`src/sv/co2_ventilation_fan_controller_defines.svh`:
```
// Assertion helpers for the fan controller.
`ifndef CO2_VENTILATION_FAN_CONTROLLER_DEFINES_SVH
`define CO2_VENTILATION_FAN_CONTROLLER_DEFINES_SVH

// same-cycle implication
`define CVFC_ASSERT_NOW(lbl, ante, cons, msg) \
   lbl: assert property (@(posedge clock) disable iff (reset) (ante) |-> (cons)) \
      else $error(msg);

// next-cycle implication
`define CVFC_ASSERT_NEXT(lbl, ante, cons, msg) \
   lbl: assert property (@(posedge clock) disable iff (reset) (ante) |=> (cons)) \
      else $error(msg);

`endif

```
`src/sv/cvfc_pkg.sv`:
```
`timescale 1ns / 1ps
package cvfc_pkg;

   localparam int CO2_SAMPLE_TICKS_DEF = 64;
   localparam int DEMOIST_PERIOD_DEF   = 32768;
   localparam int REPORT_PERIOD_DEF    = 256;

   localparam logic [7:0] SEG_AUTO     = 8'h7B;
   localparam logic [7:0] SEG_OVERRIDE = 8'h3F;
   localparam logic [7:0] SEG_KICK     = 8'h75;
   localparam logic [7:0] SEG_DEMOIST  = 8'h4F;
   localparam logic [7:0] SEG_WAIT     = 8'h14;
   localparam logic [7:0] SEG_PURGE    = 8'h54;
   localparam logic [7:0] SEG_HIGH     = 8'h6B;
   localparam logic [7:0] SEG_CRIT     = 8'h36;
   localparam logic [7:0] SEG_DOT      = 8'h80;
   localparam logic [7:0] SEG_ALL      = 8'hFF;
   localparam logic [7:0] SEG_BLANK    = 8'h00;

   localparam logic [7:0]  MIN_SPEED_RST    = 8'd50;
   localparam logic [7:0]  START_SPEED_RST  = 8'd100;
   localparam logic [7:0]  START_TICKS_RST  = 8'd30;
   localparam logic [15:0] PURGE_DELAY_RST  = 16'd512;
   localparam logic [15:0] PURGE_LENGTH_RST = 16'd18000;
   localparam logic [6:0]  PERCENT_RST      = 7'd25;
   localparam logic [14:0] PERCENT_SCALE    = 15'd99;

   typedef enum logic [2:0] {
      REG_MIN_SPEED    = 3'd0,
      REG_START_SPEED  = 3'd1,
      REG_START_TICKS  = 3'd2,
      REG_PURGE_DELAY  = 3'd3,
      REG_PURGE_LENGTH = 3'd4
   } reg_index_type;

   typedef struct packed {
      logic       co2_warn;
      logic       co2_crit;
      logic       space_open;
      logic       manual_override;
      logic [7:0] pot_manual;
      logic [7:0] pot_demoist;
   } req_payload_type;

   typedef struct packed {
      logic [7:0] fan_duty;
      logic [6:0] fan_percent;
      logic [7:0] segments;
      logic       report_valid;
      logic [7:0] report_code;
      logic [7:0] co2_level_out;
   } rsp_payload_type;

   typedef struct packed {
      logic step;
      logic div_step;
      logic out_load;
   } cmd_type;

   typedef struct packed {
      logic need_div;
      logic div_last;
   } status_type;

endpackage

```
`src/sv/cvfc_ctrl.sv`:
```
`timescale 1ns / 1ps
`include "co2_ventilation_fan_controller_defines.svh"
module cvfc_ctrl
   import cvfc_pkg::*;
(
   input  logic       clock,
   input  logic       reset,
   input  logic       req_valid,
   output logic       req_stall,
   output logic       rsp_valid,
   input  logic       rsp_stall,
   input  status_type status,
   output cmd_type    cmd
);

   typedef enum logic [2:0] {
      ST_IDLE = 3'b001,
      ST_DIV  = 3'b010,
      ST_OUT  = 3'b100
   } state_type;

   state_type state_ff, state_in;
   logic      rsp_valid_ff, rsp_valid_in;
   logic      slot_free;

   assign slot_free = !rsp_valid_ff || !rsp_stall;
   assign req_stall = (state_ff != ST_IDLE);
   assign rsp_valid = rsp_valid_ff;

   always_comb begin
      state_in     = state_ff;
      cmd          = '0;
      rsp_valid_in = rsp_valid_ff && rsp_stall;
      unique case (state_ff)
         ST_IDLE: begin
            if (req_valid) begin
               cmd.step = 1'b1;
               state_in = status.need_div ? ST_DIV : ST_OUT;
            end
         end
         ST_DIV: begin
            cmd.div_step = 1'b1;
            if (status.div_last) state_in = ST_OUT;
         end
         ST_OUT: begin
            if (slot_free) begin
               cmd.out_load = 1'b1;
               rsp_valid_in = 1'b1;
               state_in     = ST_IDLE;
            end
         end
         default: state_in = ST_IDLE;
      endcase
   end

   always_ff @(posedge clock) begin
      if (reset) begin
         state_ff     <= ST_IDLE;
         rsp_valid_ff <= 1'b0;
      end else begin
         state_ff     <= state_in;
         rsp_valid_ff <= rsp_valid_in;
      end
   end

   `CVFC_ASSERT_NOW(a_step_idle, cmd.step, state_ff == ST_IDLE, "request taken while busy")
   `CVFC_ASSERT_NOW(a_load_free, cmd.out_load, !(rsp_valid_ff && rsp_stall), "result overwritten")
   `CVFC_ASSERT_NEXT(a_step_busy, cmd.step, state_ff != ST_IDLE, "no work after request")
   `CVFC_ASSERT_NEXT(a_div_end, state_ff == ST_DIV && status.div_last, state_ff == ST_OUT,
      "divide did not finish")

endmodule

```
`src/sv/cvfc_datapath.sv`:
```
`timescale 1ns / 1ps
module cvfc_datapath
   import cvfc_pkg::*;
#(
   parameter int CO2_SAMPLE_TICKS = CO2_SAMPLE_TICKS_DEF,
   parameter int DEMOIST_PERIOD   = DEMOIST_PERIOD_DEF,
   parameter int REPORT_PERIOD    = REPORT_PERIOD_DEF
) (
   input  logic            clock,
   input  logic            reset,
   input  logic            csr_write_en,
   input  logic [2:0]      csr_index,
   input  logic [15:0]     csr_wdata,
   input  req_payload_type req_data,
   output rsp_payload_type rsp_data,
   input  cmd_type         cmd,
   output status_type      status
);

   localparam int CW = (CO2_SAMPLE_TICKS > 1) ? $clog2(CO2_SAMPLE_TICKS) : 1;
   localparam int DW = (DEMOIST_PERIOD > 1) ? $clog2(DEMOIST_PERIOD) : 1;
   localparam int RW = (REPORT_PERIOD > 1) ? $clog2(REPORT_PERIOD) : 1;
   localparam logic [RW-1:0] REPORT_MATCH = RW'(100 % REPORT_PERIOD);

   typedef struct packed {
      logic [7:0] dd;
      logic [7:0] fs;
      logic [7:0] ht;
      logic [7:0] hc;
      logic       settled;
      logic       kick;
   } speed_type;

   logic [7:0]  min_ff, start_ff, sticks_ff;
   logic [15:0] pdelay_ff, plength_ff;

   logic [15:0]   sc_ff, sc_in;
   logic [CW-1:0] cc_ff, cc_in;
   logic [DW-1:0] dc_ff, dc_in;
   logic [RW-1:0] rc_ff, rc_in;
   logic [7:0]    lvl_ff, lvl_in;
   logic [4:0]    ph_ff, ph_in;
   logic [7:0]    dm_ff, dm_in;
   logic [7:0]    fs_ff, dd_ff, hc_ff, ht_ff;
   logic          poh_ff, poh_in;
   logic [6:0]    pv_ff;
   logic [7:0]    mc_ff, mc_in;
   logic [7:0]    co_ff, co_in;
   logic [7:0]    seg_ff, seg_in;
   logic          rep_ff, rep_in;
   speed_type     sp;

   logic [7:0]  rem_ff, rem_in;
   logic [14:0] q_ff, q_in;
   logic [7:0]  den_ff;
   logic [3:0]  cnt_ff;
   logic [8:0]  trial;
   logic        ge;
   rsp_payload_type rsp_ff;

   function automatic speed_type set_speed(input speed_type s, input logic [7:0] req);
      speed_type r;
      r      = s;
      r.kick = 1'b0;
      if (s.dd < min_ff && req < start_ff) begin
         if (req < min_ff) begin
            r.fs = 8'd0; r.dd = 8'd0; r.settled = 1'b1;
         end else if (sticks_ff != 8'd0) begin
            r.dd = start_ff; r.ht = req; r.hc = sticks_ff; r.kick = 1'b1;
         end else begin
            r.fs = req; r.dd = req; r.settled = 1'b1;
         end
      end else begin
         r.fs = (req < min_ff) ? 8'd0 : req;
         r.dd = r.fs;
         r.settled = 1'b1;
      end
      return r;
   endfunction

   always_ff @(posedge clock) begin
      if (reset) begin
         min_ff     <= MIN_SPEED_RST;
         start_ff   <= START_SPEED_RST;
         sticks_ff  <= START_TICKS_RST;
         pdelay_ff  <= PURGE_DELAY_RST;
         plength_ff <= PURGE_LENGTH_RST;
      end else if (csr_write_en) begin
         unique case (csr_index)
            REG_MIN_SPEED:    min_ff     <= csr_wdata[7:0];
            REG_START_SPEED:  start_ff   <= csr_wdata[7:0];
            REG_START_TICKS:  sticks_ff  <= csr_wdata[7:0];
            REG_PURGE_DELAY:  pdelay_ff  <= csr_wdata;
            REG_PURGE_LENGTH: plength_ff <= csr_wdata;
            default: ;
         endcase
      end
   end

   always_comb begin
      logic       warn, crit, stop;
      logic [7:0] now8;
      logic [8:0] want;
      sc_in = sc_ff + 16'd1;
      cc_in = (({1'b0, cc_ff} + (CW+1)'(1)) == (CW+1)'(CO2_SAMPLE_TICKS)) ? '0 : cc_ff + CW'(1);
      dc_in = (({1'b0, dc_ff} + (DW+1)'(1)) == (DW+1)'(DEMOIST_PERIOD)) ? '0 : dc_ff + DW'(1);
      rc_in = (({1'b0, rc_ff} + (RW+1)'(1)) == (RW+1)'(REPORT_PERIOD)) ? '0 : rc_ff + RW'(1);
      if (sc_in == 16'd0) begin
         cc_in = '0; dc_in = '0; rc_in = '0;
      end
      rep_in = (rc_in == REPORT_MATCH);
      warn   = req_data.co2_warn;
      crit   = req_data.co2_crit;
      stop   = 1'b0;
      want   = '0;
      now8   = sc_in[7:0];
      lvl_in = lvl_ff;
      ph_in  = ph_ff;
      dm_in  = dm_ff;
      poh_in = poh_ff;
      mc_in  = mc_ff;
      co_in  = co_ff;
      sp     = '{dd: dd_ff, fs: fs_ff, ht: ht_ff, hc: hc_ff, settled: 1'b0, kick: 1'b0};
      if (sp.hc != 8'd0) sp.hc = sp.hc - 8'd1;
      if (sp.hc != 8'd0) begin
         seg_in = poh_ff ? SEG_ALL : SEG_KICK;
      end else begin
         if (poh_ff) begin
            poh_in = 1'b0;
         end else if (sp.dd != sp.fs || sp.ht != sp.fs) begin
            if (sp.dd == start_ff || sp.ht != sp.fs) begin
               sp.fs = sp.ht; sp.dd = sp.ht; sp.settled = 1'b1;
            end
         end
         if (cc_in == '0) begin
            if (warn && lvl_in < 8'd254) lvl_in = lvl_in + 8'd1;
            else if (crit) lvl_in = 8'd255;
            else if (!warn && !crit && lvl_in != 8'd0) lvl_in = lvl_in - 8'd1;
         end
         if (req_data.space_open) begin
            if (ph_in < 5'd2) begin
               ph_in = ph_in + 5'd16;
               dm_in = now8 + 8'd2;
            end
            if (ph_in >= 5'd16 && dm_in == now8) ph_in = 5'd2;
            if (req_data.manual_override) begin
               mc_in = SEG_OVERRIDE;
               sp    = set_speed(sp, req_data.pot_manual);
               stop  = sp.kick;
            end else begin
               want = {1'b0, min_ff} + {1'b0, lvl_in};
               if (want[8]) begin
                  if (sp.fs != 8'd255) begin
                     sp   = set_speed(sp, 8'd255);
                     stop = sp.kick;
                  end
               end else if (sp.fs != want[7:0]) begin
                  sp   = set_speed(sp, want[7:0]);
                  stop = sp.kick;
               end
               if (!stop) mc_in = SEG_AUTO;
            end
            if (!stop) co_in = warn ? SEG_HIGH : (crit ? SEG_CRIT : SEG_BLANK);
         end else begin
            mc_in = SEG_DOT;
            if (ph_in == 5'd2) begin
               ph_in = 5'd18;
               dm_in = now8 + 8'd2;
            end
            if (ph_in >= 5'd16 && dm_in == now8) ph_in = ph_in - 5'd16;
            if (ph_in == 5'd2) begin
               sc_in = '0; cc_in = '0; dc_in = '0; rc_in = '0;
               ph_in = 5'd1;
               co_in = SEG_WAIT;
            end
            if (ph_in == 5'd1) begin
               if (sc_in >= pdelay_ff) begin
                  sp    = set_speed(sp, 8'd255);
                  co_in = SEG_PURGE;
               end
               if (sc_in >= plength_ff) begin
                  sp    = set_speed(sp, 8'd0);
                  co_in = SEG_BLANK;
                  ph_in = 5'd0;
               end
            end
            if (ph_in == 5'd0) begin
               co_in = SEG_BLANK;
               if (16'(dc_in) < {5'd0, req_data.pot_demoist, 3'd0} && lvl_in != 8'd255) begin
                  if (sp.fs != start_ff) sp = set_speed(sp, start_ff);
                  co_in = SEG_DEMOIST;
               end else if (sp.fs != 8'd0) begin
                  sp = set_speed(sp, 8'd0);
               end
            end
         end
         if (sp.hc != 8'd0) begin
            seg_in = SEG_KICK;
         end else begin
            unique case (sc_in[3:2])
               2'd0:    seg_in = SEG_DOT;
               2'd1:    seg_in = mc_in;
               2'd2:    seg_in = co_in;
               default: seg_in = SEG_BLANK;
            endcase
         end
      end
   end

   assign status.need_div = sp.settled && sp.fs > min_ff;
   assign status.div_last = (cnt_ff == 4'd0);

   assign trial  = {rem_ff, q_ff[14]};
   assign ge     = trial >= {1'b0, den_ff};
   assign rem_in = ge ? 8'(trial - {1'b0, den_ff}) : trial[7:0];
   assign q_in   = {q_ff[13:0], ge};

   always_ff @(posedge clock) begin
      if (reset) begin
         sc_ff  <= '0;
         cc_ff  <= '0;
         dc_ff  <= '0;
         rc_ff  <= '0;
         lvl_ff <= '0;
         ph_ff  <= '0;
         dm_ff  <= '0;
         fs_ff  <= START_SPEED_RST;
         dd_ff  <= START_SPEED_RST;
         hc_ff  <= START_TICKS_RST;
         ht_ff  <= START_SPEED_RST;
         poh_ff <= 1'b1;
         pv_ff  <= PERCENT_RST;
         mc_ff  <= SEG_AUTO;
         co_ff  <= SEG_BLANK;
         cnt_ff <= '0;
      end else if (cmd.step) begin
         sc_ff  <= sc_in;
         cc_ff  <= cc_in;
         dc_ff  <= dc_in;
         rc_ff  <= rc_in;
         lvl_ff <= lvl_in;
         ph_ff  <= ph_in;
         dm_ff  <= dm_in;
         fs_ff  <= sp.fs;
         dd_ff  <= sp.dd;
         hc_ff  <= sp.hc;
         ht_ff  <= sp.ht;
         poh_ff <= poh_in;
         mc_ff  <= mc_in;
         co_ff  <= co_in;
         cnt_ff <= 4'd14;
         if (sp.settled) begin
            if (sp.fs == 8'd0) pv_ff <= 7'd0;
            else if (sp.fs <= min_ff) pv_ff <= 7'd1;
         end
      end else if (cmd.div_step) begin
         cnt_ff <= cnt_ff - 4'd1;
         if (cnt_ff == 4'd0) pv_ff <= q_in[6:0] + 7'd1;
      end
   end

   always_ff @(posedge clock) begin
      if (cmd.step) begin
         seg_ff <= seg_in;
         rep_ff <= rep_in;
         rem_ff <= '0;
         q_ff   <= 15'(sp.fs - min_ff) * PERCENT_SCALE;
         den_ff <= ~min_ff;
      end else if (cmd.div_step) begin
         rem_ff <= rem_in;
         q_ff   <= q_in;
      end
      if (cmd.out_load) begin
         rsp_ff.fan_duty      <= dd_ff;
         rsp_ff.fan_percent   <= pv_ff;
         rsp_ff.segments      <= seg_ff;
         rsp_ff.report_valid  <= rep_ff;
         rsp_ff.report_code   <= (mc_ff == SEG_DOT) ? co_ff : mc_ff;
         rsp_ff.co2_level_out <= lvl_ff;
      end
   end

   assign rsp_data = rsp_ff;

endmodule

```
`src/sv/co2_ventilation_fan_controller.sv`:
```
// Flow: a request is taken while idle, then its result is loaded into the output register;
// when the fan speed changes to a running value, a 15-step percent divide runs in between.
// One request at a time; a new request is taken once the previous result is in the output
// register, and a result waits while the previous one is still stalled at the output.
// Reset (synchronous): registers at defaults, fan at start speed under a power-on hold.
`timescale 1ns / 1ps
module co2_ventilation_fan_controller
   import cvfc_pkg::*;
#(
   parameter int CO2_SAMPLE_TICKS = CO2_SAMPLE_TICKS_DEF,
   parameter int DEMOIST_PERIOD   = DEMOIST_PERIOD_DEF,
   parameter int REPORT_PERIOD    = REPORT_PERIOD_DEF
) (
   input  logic            clock,
   input  logic            reset,
   input  logic            csr_write_en,
   input  logic [2:0]      csr_index,
   input  logic [15:0]     csr_wdata,
   input  logic            req_valid,
   output logic            req_stall,
   input  req_payload_type req_data,
   output logic            rsp_valid,
   input  logic            rsp_stall,
   output rsp_payload_type rsp_data
);

   cmd_type    cmd;
   status_type status;

   cvfc_ctrl u_ctrl (
      .clock     (clock),
      .reset     (reset),
      .req_valid (req_valid),
      .req_stall (req_stall),
      .rsp_valid (rsp_valid),
      .rsp_stall (rsp_stall),
      .status    (status),
      .cmd       (cmd)
   );

   cvfc_datapath #(
      .CO2_SAMPLE_TICKS (CO2_SAMPLE_TICKS),
      .DEMOIST_PERIOD   (DEMOIST_PERIOD),
      .REPORT_PERIOD    (REPORT_PERIOD)
   ) u_datapath (
      .clock        (clock),
      .reset        (reset),
      .csr_write_en (csr_write_en),
      .csr_index    (csr_index),
      .csr_wdata    (csr_wdata),
      .req_data     (req_data),
      .rsp_data     (rsp_data),
      .cmd          (cmd),
      .status       (status)
   );

endmodule

```
`config.mk`:
```
export PLATFORM = sky130hd
export DESIGN_NAME = co2_ventilation_fan_controller
export DESIGN_NICKNAME = d
export VERILOG_FILES = /design/src/sv/cvfc_pkg.sv /design/src/sv/cvfc_ctrl.sv /design/src/sv/cvfc_datapath.sv /design/src/sv/co2_ventilation_fan_controller.sv
export VERILOG_INCLUDE_DIRS = /design/src /design/src/sv
export SDC_FILE = /design/constraint.sdc
export NUM_CORES = 1
export LEC_CHECK = 0
export BUFFER_PORTS_ARGS = -buffer_cell sky130_fd_sc_hd__buf_2
export CORE_MARGIN = 8
export CORE_UTILIZATION = 57
export DETAILED_ROUTE_END_ITERATION = 8
export PLACE_DENSITY = 0.87
export SETUP_SLACK_MARGIN = 0.1
export SYNTH_ARGS = -nofsm -noshare
export SYNTH_HDL_FRONTEND = slang
export SYNTH_SLANG_ARGS = --single-unit
export TNS_END_PERCENT = 100
```
`constraint.sdc`:
```
create_clock -name clock -period 12.6 [get_ports clock]
set_input_delay 1.26 -clock clock [delete_from_list [all_inputs] [get_ports clock]]
set_output_delay 1.26 -clock clock [all_outputs]
set_load 0.02 [all_outputs]
```
==> flow_metrics.env, run 1 <==
export IMPL_run_status="complete, no violations"
export IMPL_synth_top_area_frac=0.189
export IMPL_finalPower_w=0.00257
export IMPL_max_slew_margin_rel=0.0971
export IMPL_synth_fa_ha_area_frac=0.115
export IMPL_ys_ff_latch=266
export IMPL_ys_flop_type="dfxtp_1"
export IMPL_antenna_found_initial=2
export IMPL_dpl_hpwl_mm=56.1
export IMPL_ys_warn_count=0
export IMPL_grt_pass1_vias=19400
export IMPL_cap_violations=0
export IMPL_synth_area_per_cell_um2=8.04
export IMPL_slowest_stage="fa_1"
export IMPL_viasPerCell=6.68
export IMPL_worstSetupEndpointType="flop"
export IMPL_clock_latency_ns=0.58
export IMPL_post_place_ws_ns=-0.0331
export IMPL_slew_violations=0
export IMPL_rows=69
export IMPL_synth_compound_area_frac=0.241
export IMPL_syn_area_mm2=0.0205
export IMPL_synth_area_mux_share=0.0274
export IMPL_drtIter0Drc=2552
export IMPL_synth_top_cell_by_area="dfxtp_1"
export IMPL_clock_path_buffers=3
export IMPL_ant_nets=0
export IMPL_tightestPinTransition_ns=1.34
export IMPL_crit_family="compound AO/OA/AOI/OAI gates"
export IMPL_timing_critical_path_arrival_ns=12.32
export IMPL_fin_skew_ns=0.0190
export IMPL_ys_types=112
export IMPL_wirelength_mm=76.0
export IMPL_finalHoldViolations=0
export IMPL_gp_congestion=1.08
export IMPL_synth_area_top_cells="dfxtp_1, edfxtp_1, ha_1"
export IMPL_grt_use_met2=0.527
export IMPL_first_pass_iters=9
export IMPL_start_kind="flop"
export IMPL_synth_edf_count=72
export IMPL_tritoncts="built"
export IMPL_cpPeakStageDelay_ns=0.50
export IMPL_use_met3=0.0753
export IMPL_overflow=0
export IMPL_dieWidth_um=206
export IMPL_power_per_cell_area_mw_per_mm2=113
export IMPL_multi_input_comb_area_mm2=0.0133
export IMPL_synthSimpleGateAreaFrac=0.203
export IMPL_clkSlewWorstSetupHoldPaths_ns=0.06
export IMPL_worst_ir_drop_vdd_v=0.000162
export IMPL_min_path_cells=0
export IMPL_rrSetupSlack_ns=0.58
export IMPL_ff_latch_area_mm2=0.00606
export IMPL_drc=0
export IMPL_htree_levels=1
export IMPL_hold_path_class="flop to flop"
export IMPL_use_met1=0.455
export IMPL_busiest_layer="met2"
export IMPL_worst_path_stages=63
export IMPL_drive_above_1_share=0.119
export IMPL_detail_route_wl_per_cell_um=24.6
export IMPL_syn_nets=2773
export IMPL_period_share=0.954
export IMPL_fin_ws_ns=0.577
export IMPL_crit_top_cell="ha_1"
export IMPL_cts_buffers=31
export IMPL_path_max_fanout=9
export IMPL_start_util=0.578
export IMPL_area_delta_synth_final_pct=10.5
export IMPL_async_flop_share=0
export IMPL_io_buffers=85
export IMPL_synth_top_family_by_area="compound AO/OA/AOI/OAI gates"
export IMPL_grt_use_total=0.345
export IMPL_worstPathRequired_ns=12.89
export IMPL_tns_ns=0
export IMPL_ioPinCount=86
export IMPL_yosysSeqAreaShare=0.295
export IMPL_cts_sinks=266
export IMPL_root_buffer="clkbuf_16"
export IMPL_fmax_mhz=83.2
export IMPL_nFillCells=2942
export IMPL_synth_xor_area_frac=0.0558
export IMPL_synth_cells=2551
export IMPL_fp_dieArea_mm2=0.0423
export IMPL_grt_max_degree=59
export IMPL_worst_path_buf_inv=9
export IMPL_grt_pass1_wl_mm=114
export IMPL_crit_type="flop to flop"
export IMPL_core_mm2=0.0355
export IMPL_nets=2826
export IMPL_die_h_um=206
export IMPL_vias=20600
export IMPL_setup_violations=0
export IMPL_leakage_nw=9.36
export IMPL_finalCriticalPeriod_ns=12.02
export IMPL_worstRegToRegCells=63
-- metrics by stage --
step           hold WS [ns]  area (um2)   util  cells
3_5_place_dp          0.405       21400  0.603   3022
3_3_place_gp          0.402       21400  0.603   3022
2_1_floorplan         0.400       20500      -   2551
4_1_cts               0.419       22400  0.632   3079
6_report              0.419       22700  0.639   3090
5_1_grt               0.431       22700  0.639   3089
-- cells in the mapped netlist (17+ instances only) --
cell type / count
a211oi_1: 22
a21o_1: 56
a21oi_1: 174
a22oi_1: 38
a31oi_1: 21
and2_1: 33
and3_1: 32
buf_2: 24
clkbuf_1: 96
dfxtp_1: 194
edfxtp_1: 72
fa_1: 17
ha_1: 161
inv_1: 164
mux2i_1: 44
nand2_1: 321
nand2b_1: 24
nand3_1: 55
nand4_1: 25
nor2_1: 229
nor3_1: 52
o211ai_1: 39
o21ai_0: 184
o31ai_1: 22
xnor2_1: 77
xor2_1: 46
-- power breakdown --
| group | total [W] | internal [W] | switching [W] |
|---|---|---|---|
| Sequential | 0.000936 | 0.000911 | 0.0000257 |
| Combinational | 0.000715 | 0.000278 | 0.000437 |
| Clock | 0.000917 | 0.000527 | 0.000390 |
| Total | 0.00257 | 0.00172 | 0.000852 |
-- path summary, 6_finish.rpt --
kind / from / end
worst max-delay path: u_datapath.sc_ff[0]$_SDFFE_PP0P_ / u_datapath.q_ff[14]$_DFFE_PN_
worst min-delay path: u_datapath.seg_ff[7]$_DFFE_PP_ / u_datapath.rsp_data[24]$_DFFE_PP_
worst max register to register: u_datapath.sc_ff[0]$_SDFFE_PP0P_ / u_datapath.q_ff[14]$_DFFE_PN_
worst min register to register: u_datapath.seg_ff[7]$_DFFE_PP_ / u_datapath.rsp_data[24]$_DFFE_PP_
-- flip-flops by register name, indices dropped and copies added, names as in the netlist, 15 cells and up --
name / cells
u_datapath.dc_ff: 15
u_datapath.pdelay_ff: 16
u_datapath.plength_ff: 16
u_datapath.q_ff: 15
u_datapath.rsp_data: 40
u_datapath.sc_ff: 16
-- timing repair --
item                                    4_1_cts  5_1_grt
setup buffers                                 0        9
gates resized for setup                       3       38
pin swaps                                     0       13
cloned                                        0        1
hold endpoints to repair                      0        0
endpoints found under the setup margin        2        6
hold buffers                                  0        0
-- logic make-up after synthesis --
logic type	Yosys count
buffers and inverters	311
XOR/XNOR	126
adder cells (fa/ha/maj)	179
multiplexers	54
AO/OA/AOI/OAI	742
flip-flops	266
AND/OR/NAND/NOR	873
-- area by class of cell --
cell class / count / share of cell area
timing repair buffer: 165 / 0.0455
sequential: 266 / 0.267
inverter: 165 / 0.0273
clock buffer: 37 / 0.0375
clock inverter: 20 / 0.00828
tap: 461 / 0.0255
antenna: 1 / 0.000110
multi-input combinational: 1975 / 0.588
-- layer usage --
layer / part of all wire / vias to the layer above
met3: 0.11 / 289
met1: 0.40 / 9724
li1: - / 9282
met2: 0.43 / 1329
met4: 0.060 / 4
met5: 0.00028 / -
-- worst register-to-register path: cells and delay by family (launching register included) --
| kind | cells | cell delay [ns] |
|---|---|---|
| simple gates | 12 | 1.82 |
| flops | 1 | 0.34 |
| compound gates | 30 | 4.93 |
| fa+ha+maj | 10 | 3.25 |
| buf+inv | 9 | 1.10 |
| xor+xnor | 2 | 0.29 |
-- placed cells by master (no fill, tap or decap), types with 9 or more instances in the layout --
cell and instances:
fa_1 17, xor2_1 45, buf_2 84, a221o_1 9, and3_1 30, a221oi_1 13
dfxtp_1 187, clkbuf_16 33, o22ai_1 10, nor2b_1 16, a211oi_1 21, o21a_1 12
edfxtp_1 72, inv_1 164, xnor2_1 76, and2_1 33, o211ai_1 39, nand3_1 55
o31ai_1 22, nand4_1 25, o21ai_0 181, a21o_1 56, buf_4 80, nor3_1 48
a22o_1 9, ha_1 160, mux2i_1 44, or3_1 13, a22oi_1 38, nor4_1 14
a21oi_1 166, o221ai_1 13, nand2_1 321, a31oi_1 21, nor2_1 227, nand2b_1 24
o21bai_1 12
(Power assumes the default switching activity.)
==> run 2: changes to the inputs <==
--- a/config.mk
+++ b/config.mk
@@ -7,7 +7,7 @@
 export NUM_CORES = 1
 export LEC_CHECK = 0
 export BUFFER_PORTS_ARGS = -buffer_cell sky130_fd_sc_hd__buf_2
-export CORE_MARGIN = 8
+export CORE_MARGIN = 2
 export CORE_UTILIZATION = 57
 export DETAILED_ROUTE_END_ITERATION = 8
 export PLACE_DENSITY = 0.87
==> flow_metrics.env, run 2 (synthesis gave the netlist of run 1 again) <==
export IMPL_run_status="complete, no violations"
export IMPL_area_delta_synth_final_pct=10.9
export IMPL_stdcell_area_mm2=0.0227
export IMPL_grt_use_total=0.371
export IMPL_io_buffers=85
export IMPL_viasPerCell=6.64
export IMPL_cpPeakStageDelay_ns=0.51
export IMPL_clock_latency_ns=0.59
export IMPL_dpl_hpwl_mm=52.9
export IMPL_nets=2838
export IMPL_finalCriticalPeriod_ns=11.92
export IMPL_nFillCells=2920
export IMPL_hold_path_class="flop to flop"
export IMPL_gp_congestion=1.05
export IMPL_rr_startpoint="u_datapath.sc_ff[0]$_SDFFE_PP0P_"
export IMPL_worstSetupEndpointType="flop"
export IMPL_slew_violations=0
export IMPL_grt_pass1_vias=19700
export IMPL_worst_path_buf_inv=8
export IMPL_post_place_ws_ns=0.0233
export IMPL_worstPathRequired_ns=12.91
export IMPL_cap_violations=0
export IMPL_power_per_cell_area_mw_per_mm2=114
export IMPL_tightestPinTransition_ns=1.31
export IMPL_vias=20600
export IMPL_fmax_mhz=83.9
export IMPL_ioPinCount=86
export IMPL_worst_ir_drop_vdd_v=0.000167
export IMPL_setup_violations=0
export IMPL_crit_type="flop to flop"
export IMPL_ant_nets=0
export IMPL_timing_critical_path_arrival_ns=12.23
export IMPL_tritoncts="built"
export IMPL_slowest_stage="fa_1"
export IMPL_hold_path_startpoint="u_datapath.seg_ff[6]$_SDFFCE_PP1P_"
export IMPL_final_util=0.641
export IMPL_dieWidth_um=194
export IMPL_clkSlewWorstSetupHoldPaths_ns=0.07
export IMPL_cts_sinks=266
export IMPL_max_slew_margin_rel=0.117
export IMPL_drive_above_1_share=0.122
export IMPL_detail_route_wl_per_cell_um=23.2
export IMPL_path_max_fanout=11
export IMPL_start_util=0.578
export IMPL_crit_start="u_datapath.sc_ff[0]$_SDFFE_PP0P_"
export IMPL_largest_register_ffs=40
export IMPL_drtIter0Drc=2466
export IMPL_first_pass_iters=7
export IMPL_period_share=0.946
export IMPL_clock_path_buffers=3
export IMPL_rows=69
export IMPL_start_kind="flop"
export IMPL_finalHoldViolations=0
export IMPL_core_mm2=0.0355
export IMPL_antenna_found_initial=1
export IMPL_placed_cell_area_mm2=0.0215
export IMPL_leakage_nw=9.43
export IMPL_grt_max_degree=58
export IMPL_cts_buffers=30
export IMPL_hold_ws_ns=0.418
export IMPL_overflow=0
export IMPL_layout_common_cells="nand2_1, nor2_1, dfxtp_1"
export IMPL_crit_family="compound AO/OA/AOI/OAI gates"
export IMPL_crit_top_cell="ha_1"
export IMPL_htree_levels=1
export IMPL_root_buffer="clkbuf_16"
export IMPL_fin_ws_ns=0.682
export IMPL_wirelength_mm=72.1
export IMPL_drc=0
export IMPL_grt_pass1_wl_mm=111
export IMPL_finalPower_w=0.00259
export IMPL_die_h_um=194
export IMPL_fp_dieArea_mm2=0.0375
export IMPL_fin_skew_ns=0.0276
export IMPL_mostFrequentLayoutCell="nand2_1"
-- run 2: final timing paths --
kind,slack [ns],cells after the start,endpoint
setup / recovery,0.68,63,u_datapath.q_ff[14]$_DFFE_PN_
hold / removal,0.42,0,u_datapath.rsp_data[23]$_DFFE_PP_
setup reg to reg,0.68,63,u_datapath.q_ff[14]$_DFFE_PN_
hold reg to reg,0.42,0,u_datapath.rsp_data[23]$_DFFE_PP_
-- run 2: per-stage QoR --
step                      TNS, ns  instances
after floorplan                 0       2551
after global placement          0       3036
after detailed placement        0       3036
after CTS                       0       3092
after global routing      -0.0507       3101
final                           0       3102
-- run 2: repair_timing --
action / in CTS / in global routing
endpoints found under the setup margin: 2 / 6
resized for setup: 2 / 34
buffers inserted: 0 / 9
endpoints found under the hold margin: 0 / 0
pin swaps: 0 / 8
hold buffers: 0 / 0
-- run 2: worst reg2reg max path, delay by kind of cell, from the launching register on --
kind | cells | cell delay [ns]
AOI/OAI and AO/OA | 30 | 4.83
adders and majority gates | 10 | 3.28
and+or+nand+nor | 13 | 1.98
buffers and inverters | 8 | 0.93
DFF | 1 | 0.35
xor gates and xnor gates | 2 | 0.30
-- run 2: cell type report --
cell class,instances,area (um2),area share
well taps,461,577,0.0254
inverters,165,619,0.0272
repair buffers,179,1130,0.0499
flip-flops and latches,266,6050,0.266
diodes,1,2.50,0.000110
clock buffers,38,833,0.0367
clock inverters,18,198,0.00870
multi-input cells,1974,13300,0.586
-- run 2: routing by layer --
metal | vias up | global-route usage | share of wire
li1 | 9292 | - | -
met2 | 1332 | 0.590 | 0.44
met3 | 292 | 0.0696 | 0.11
met4 | 2 | 0.179 | 0.054
met1 | 9676 | 0.486 | 0.39
met5 | - | 0 | 0.00025
-- run 2: report_power, final --
group / total, W / leakage [nW] / switching [W] / internal [W]
clock network: 0.000921 / 0.505 / 0.000400 / 0.000521
registers: 0.000936 / 2.19 / 0.0000258 / 0.000910
logic: 0.000734 / 6.74 / 0.000437 / 0.000298
